`src/hw/rtl/nnis_pkg.sv`:
```
// Shared constants, types and tables of the nearest-neighbor image scaler.
`default_nettype none

package nnis_pkg;

    // Frame store geometry and sample width.
    localparam int MAX_WIDTH    = 256;
    localparam int MAX_HEIGHT   = 256;
    localparam int CHANNEL_BITS = 8;

    localparam int COL_BITS   = $clog2(MAX_WIDTH);
    localparam int ROW_BITS   = $clog2(MAX_HEIGHT);
    localparam int ADDR_W     = COL_BITS + ROW_BITS;
    localparam int STORE_DEPTH = MAX_WIDTH * MAX_HEIGHT;

    // Field widths of the items and registers.
    localparam int COORD_W  = 12;
    localparam int FACTOR_W = 5;
    localparam int SIZE_W   = 9;
    localparam int IDX_W    = 2;
    localparam int DATA_W   = 9;

    localparam int MAX_FACTOR = 16;

    // Division by the factor is a multiply by a rounded-up reciprocal of
    // 2^RECIP_SHIFT / f. With 2^5 >= MAX_FACTOR and 12-bit coordinates the
    // quotient is exact.
    localparam int RECIP_SHIFT = COORD_W + FACTOR_W;
    localparam int RECIP_W     = RECIP_SHIFT + 1;
    localparam int PROD_W      = COORD_W + RECIP_W;
    localparam int SRC_W       = COORD_W + FACTOR_W;

    localparam logic [RECIP_W-1:0] RECIP_TABLE [0:MAX_FACTOR] = '{
        RECIP_W'(131072), RECIP_W'(131072), RECIP_W'(65536), RECIP_W'(43691),
        RECIP_W'(32768),  RECIP_W'(26215),  RECIP_W'(21846), RECIP_W'(18725),
        RECIP_W'(16384),  RECIP_W'(14564),  RECIP_W'(13108), RECIP_W'(11916),
        RECIP_W'(10923),  RECIP_W'(10083),  RECIP_W'(9363),  RECIP_W'(8739),
        RECIP_W'(8192)
    };

    // Item function codes.
    localparam logic FUNC_WRITE = 1'b0;
    localparam logic FUNC_READ  = 1'b1;

    // Configuration register indexes.
    localparam logic [IDX_W-1:0] REG_SCALE_FACTOR  = 2'd0;
    localparam logic [IDX_W-1:0] REG_REDUCE_MODE   = 2'd1;
    localparam logic [IDX_W-1:0] REG_SOURCE_WIDTH  = 2'd2;
    localparam logic [IDX_W-1:0] REG_SOURCE_HEIGHT = 2'd3;

    typedef struct packed {
        logic [CHANNEL_BITS-1:0] red;
        logic [CHANNEL_BITS-1:0] green;
        logic [CHANNEL_BITS-1:0] blue;
    } pixel_t;

    // Operand setup handed to the coordinate mapper.
    typedef struct packed {
        logic               reduce;
        logic [RECIP_W-1:0] mult;
    } scale_t;

    // Mapped source coordinate and its range flag.
    typedef struct packed {
        logic [ROW_BITS-1:0] row;
        logic [COL_BITS-1:0] col;
        logic                oor;
    } map_t;

    // Linear frame store address of a source pixel.
    function automatic logic [ADDR_W-1:0] pix_addr(input logic [ROW_BITS-1:0] r,
                                                   input logic [COL_BITS-1:0] c);
        pix_addr = ADDR_W'(r) * ADDR_W'(MAX_WIDTH) + ADDR_W'(c);
    endfunction

endpackage

`default_nettype wire

```
`src/hw/rtl/nnis_map.sv`:
```
// Coordinate mapper: registered multiply of the output coordinate and the range check.
`default_nettype none

module nnis_map (
    input  wire logic                         clk,
    input  wire logic                         load,
    input  wire logic [nnis_pkg::COORD_W-1:0] row,
    input  wire logic [nnis_pkg::COORD_W-1:0] col,
    input  wire nnis_pkg::scale_t             scale,
    input  wire logic [nnis_pkg::SIZE_W-1:0]  src_w,
    input  wire logic [nnis_pkg::SIZE_W-1:0]  src_h,
    output nnis_pkg::map_t                    result
);

    logic                          reduce_reg;
    logic [nnis_pkg::PROD_W-1:0]   row_prod_reg;
    logic [nnis_pkg::PROD_W-1:0]   col_prod_reg;
    logic [nnis_pkg::SRC_W-1:0]    src_row;
    logic [nnis_pkg::SRC_W-1:0]    src_col;

    // In enlarge mode the multiplier holds the reciprocal of the factor,
    // in reduce mode the factor itself.
    always_ff @(posedge clk)
    begin
        if (load)
        begin
            reduce_reg   <= scale.reduce;
            row_prod_reg <= nnis_pkg::PROD_W'(row) * nnis_pkg::PROD_W'(scale.mult);
            col_prod_reg <= nnis_pkg::PROD_W'(col) * nnis_pkg::PROD_W'(scale.mult);
        end
    end

    always_comb
    begin
        if (reduce_reg)
        begin
            src_row = row_prod_reg[nnis_pkg::SRC_W-1:0];
            src_col = col_prod_reg[nnis_pkg::SRC_W-1:0];
        end
        else
        begin
            src_row = nnis_pkg::SRC_W'(row_prod_reg >> nnis_pkg::RECIP_SHIFT);
            src_col = nnis_pkg::SRC_W'(col_prod_reg >> nnis_pkg::RECIP_SHIFT);
        end
    end

    // A coordinate beyond the scaled image always maps past the source edge,
    // so one compare per axis against the source size covers both modes.
    assign result.oor = (src_row >= nnis_pkg::SRC_W'(src_h)) ||
                        (src_col >= nnis_pkg::SRC_W'(src_w));
    assign result.row = src_row[nnis_pkg::ROW_BITS-1:0];
    assign result.col = src_col[nnis_pkg::COL_BITS-1:0];

endmodule

`default_nettype wire

```
`config.mk`:
```
export PLATFORM = sky130hd
export DESIGN_NAME = nnis_map
export DESIGN_NICKNAME = d
export VERILOG_FILES = /design/src/hw/rtl/nnis_pkg.sv /design/src/hw/rtl/nnis_map.sv
export SDC_FILE = /design/constraint.sdc
export NUM_CORES = 1
export LEC_CHECK = 0
export BUFFER_PORTS_ARGS = -buffer_cell sky130_fd_sc_hd__buf_2
export CORE_ASPECT_RATIO = 0.5
export CORE_MARGIN = 2
export CORE_UTILIZATION = 54
export DETAILED_ROUTE_END_ITERATION = 12
export PLACE_DENSITY = 0.8
export SYNTH_ARGS = -nofsm -noshare
export SYNTH_HDL_FRONTEND = slang
export SYNTH_SLANG_ARGS = --single-unit
```
`constraint.sdc`:
```
create_clock -name clk -period 19 [get_ports clk]
set_input_delay 5.7 -clock clk [delete_from_list [all_inputs] [get_ports clk]]
set_output_delay 5.7 -clock clk [all_outputs]
set_load 0.005 [all_outputs]
```
== Word level (Yosys, flattened, before mapping) ==
Cells that the tools add are included.

* Add/subtract/negate cells: 0
* Multipliers: 2
* Div/mod/pow operators: 0
* $lt $le $gt $ge: 2
* Equality and inequality tests: 0
* Shifts and indexed selects: 0
* Mux-type cells: 2
* Bitwise operators: 0
* Reductions and logical operators: 1

{| class="wikitable"
|+ Operators by type and width
! cell !! number
|-
| 12-bit by 18-bit multiplier with 30-bit output || 2
|-
| 17-bit by 9-bit greater-or-equal comparator with 1-bit output || 2
|-
| 17-bit two-way mux || 2
|-
| 1-bit logical OR || 1
|}

* Bits in registers: 61
* Latch bits: 0
* Memory bits (writable): 0
* Memory bits (read-only): 0
* Input port bits: 63
* Output and inout bits: 17
* Word-level logic and storage cells: 10
* Memories: 0

== Longest topological paths before layout ==
* Depth after elaboration: 3
* Mapped depth: 22
* Gate-level depth less buffers: 19

== Worst setup path before layout ==
OpenSTA, ideal clock, no wires.

* Path kind: input -> output
* Start point: input src_h[8] in the netlist's numbering
* End point: output result[0] in the netlist's numbering
* Arrival: 7.086 ns
* Required time: 13.300 ns
* Path slack: 6.214 ns
* Stages: 6
* Buffers on the path: 0
* Cells stage by stage: inv_1 > ha_1 > a22o_1 > or4_1 > nor4_1 > o221ai_1

{| class="wikitable"
|+ RTL lines
! item !! RTL line !! RTL
|-
| from (decl) || nnis_map.sv:11 || <nowiki>input wire logic [nnis_pkg::SIZE_W-1:0] src_h,</nowiki>
|-
| to (decl) || nnis_map.sv:12 || <nowiki>output nnis_pkg::map_t result</nowiki>
|}

==> impl_metrics.yaml <==
critical_path:
  worstSetupPathType: "primary input to output pin"
  worstSetupStartpointType: "primary input"
  cp_data_required_time_ns: 13.30
  critPathArrivalTime_ns: 7.37
  path_max_fanout: 2
  end_kind: "output pin"
yosys:
  synth-edff-count: 61
  synthCells: 1817
  synthFlopType: "edfxtp_1"
  syn_nets: 2354
  postSynth.asyncResetShare: 0
  synth_cell_types: 53
  yosys.area.top_type: "fa_1"
  ys_seq_elements: 61
  yosysWarningCount: 0
  ys_seq_area_frac: 0.112
  synthTopCellsByArea: "fa_1 39%, ha_1 12%, edfxtp_1 11%"
  post-synth-top-area-fraction: 0.392
  avgSynthCellArea_sq_um: 8.98
  syn_area_sq_um: 16300
clock_tree:
  h-tree-depth: 3
  postCtsSetupBuffers: 0
  cts_hold_buf: 0
  cts_tree: "yes"
  clock_path_buffers: 2
  clkTransAtPathRegs_ns: 0.06
  post_cts_resized: 0
  clkSinkCount: 61
  numCtsBuffers: 9
  cts-root-buf: "clkbuf_16"
grt:
  grt_pass1_wl_microns: 66100
  grt_max_degree: 62
  grt_util_met3: 0.0540
  grt_pass1_vias: 13100
  antenna_found_initial: 4
  busiest_layer: "met2"
  use_met2: 0.427
  grt_usage: 0.267
  grt_overflow: 0
  met1_usage: 0.370
detailed_routing:
  drtIter0Drc: 1113
  drtAntennaViolNets: 0
  route.detailed.drc: 0
  firstDrtPassIters: 5
  viasPerCell: 5.57
  wl_per_cell_microns: 17.8
  postRouteWirelength_microns: 39500
  route.vias.total: 12400
sta:
  fin_crit_sh: 0.688
  setup_tns_ns: 0
  grt_setup_unrepaired: "no"
  hold_viol: 0
  setup_viol: 0
  fmax_mhz: 76.5
  slew_viol_final: 0
  worst_slew_pin_slew_ns: 0.918
  period_minus_slack_ns: 13.07
  fin_worst_hold_slack_ns: 5.53
  relSlewSlack: 0.388
layout:
  drive_above_1_share: 0.0673
  area_delta_synth_final_pct: 5.38
  final_nets: 2359
  finalNonFillerCells: 2221
die:
  rows: 44
  die_area_sq_um: 31700
  fp.dieW_microns: 250
  core_region_area_sq_um: 29300
  chipHeight_microns: 127
  initial_core_util: 0.556
  ios: 80
hold_path:
  hp-class: "primary input to register"
outcome:
  status: "finished clean"
placement:
  routabilityCongestion: 0.899
  dp_hpwl_microns: 30300
  port_buffers: 79
  placedCellCount: 2202
run:
  drv_cap: 0
==> metal layers <==
layer	vias to the layer above	part of all wire
li1	5506	-
met1	6219	0.43
met2	563	0.45
met3	78	0.096
met4	0	0.025
met5	-	0
==> cells in the final DEF (no fill, tap or decap), types with 8 or more instances in the layout <==
cell type and instances:
a211oi_1 8, a21o_1 28, a21oi_1 53, a31oi_1 14, and2_1 144, buf_2 79
clkbuf_16 9, edfxtp_1 61, fa_1 320, ha_1 154, inv_1 423, mux2_2 16
nand2_1 311, nand3_1 14, nor2_1 24, o211ai_1 10, o21ai_0 25, xnor2_1 37
xor2_1 13
==> cell type report <==
type | instances | area, sq um
Tap cell | 391 | 489
Antenna cell | 3 | 7.51
Timing Repair Buffer | 81 | 410
Multi-Input combinational cell | 1246 | 12600
Clock inverter | 7 | 73.8
Fill cell | 2463 | 12100
Inverter | 423 | 1590
Sequential cell | 61 | 1830
Clock buffer | 9 | 225
==> kinds of logic after synthesis <==
logic type | count (synthesis) | share of synthesized area
AO/OA/AOI/OAI | 166 | 0.0662
XOR/XNOR | 50 | 0.0268
flip-flops | 61 | 0.112
adder cells (fa/ha/maj) | 474 | 0.511
multiplexers | 18 | 0.0123
buffers and inverters | 510 | 0.117
AND/OR/NAND/NOR | 538 | 0.155
==> cells in the mapped netlist, types with 2 or more instances <==
library cell and number:
a31o_2 3, nor2_1 24, nor4b_1 3, xnor2_1 37, nand2b_1 7, nor2b_1 3, clkbuf_1 82, o21ai_0 25
o211ai_1 10, o21ai_1 2, a21oi_1 53, edfxtp_1 61, mux2i_1 2, o221ai_1 2, a21boi_0 2, nand2_1 311
ha_1 154, nand4_1 6, a21o_1 28, o21a_1 4, a22o_1 2, o21bai_1 2, a211oi_1 8, inv_1 423
nand3_1 14, fa_1 320, xor2_1 13, nor3_1 7, a31oi_1 14, and2_1 144, nor4_1 7, buf_1 4
and3_1 5, mux2_2 16
==> per-stage QoR <==
| stage | utilization | area (sq um) | setup WS (ns) |
|---|---|---|---|
| 3_3_place_gp | 0.576 | 16900 | 5.96 |
| 2_1_floorplan | - | 16300 | 6.21 |
| 5_1_grt | 0.586 | 17200 | 5.82 |
| 4_1_cts | 0.586 | 17200 | 5.92 |
| 6_report | 0.586 | 17200 | 5.93 |
| 3_5_place_dp | 0.576 | 16900 | 5.92 |
==> critical path, cell delays in order <==
cell and delay [ns]:
buf_2 0.08, inv_1 0.03, ha_1 0.29, a22o_1 0.22
or4_1 0.48, nor4_1 0.26, o221ai_1 0.16, buf_2 0.15
==> worst paths after layout <==
kind,from,endpoint,cells after the start
worst max-delay path,src_h[8],result[0],8
worst min-delay path,scale[18],reduce_reg,1
Power is left out: the tool's default activity adds up to more than one toggle a clock period on the data nets, which glitch-free logic cannot reach.
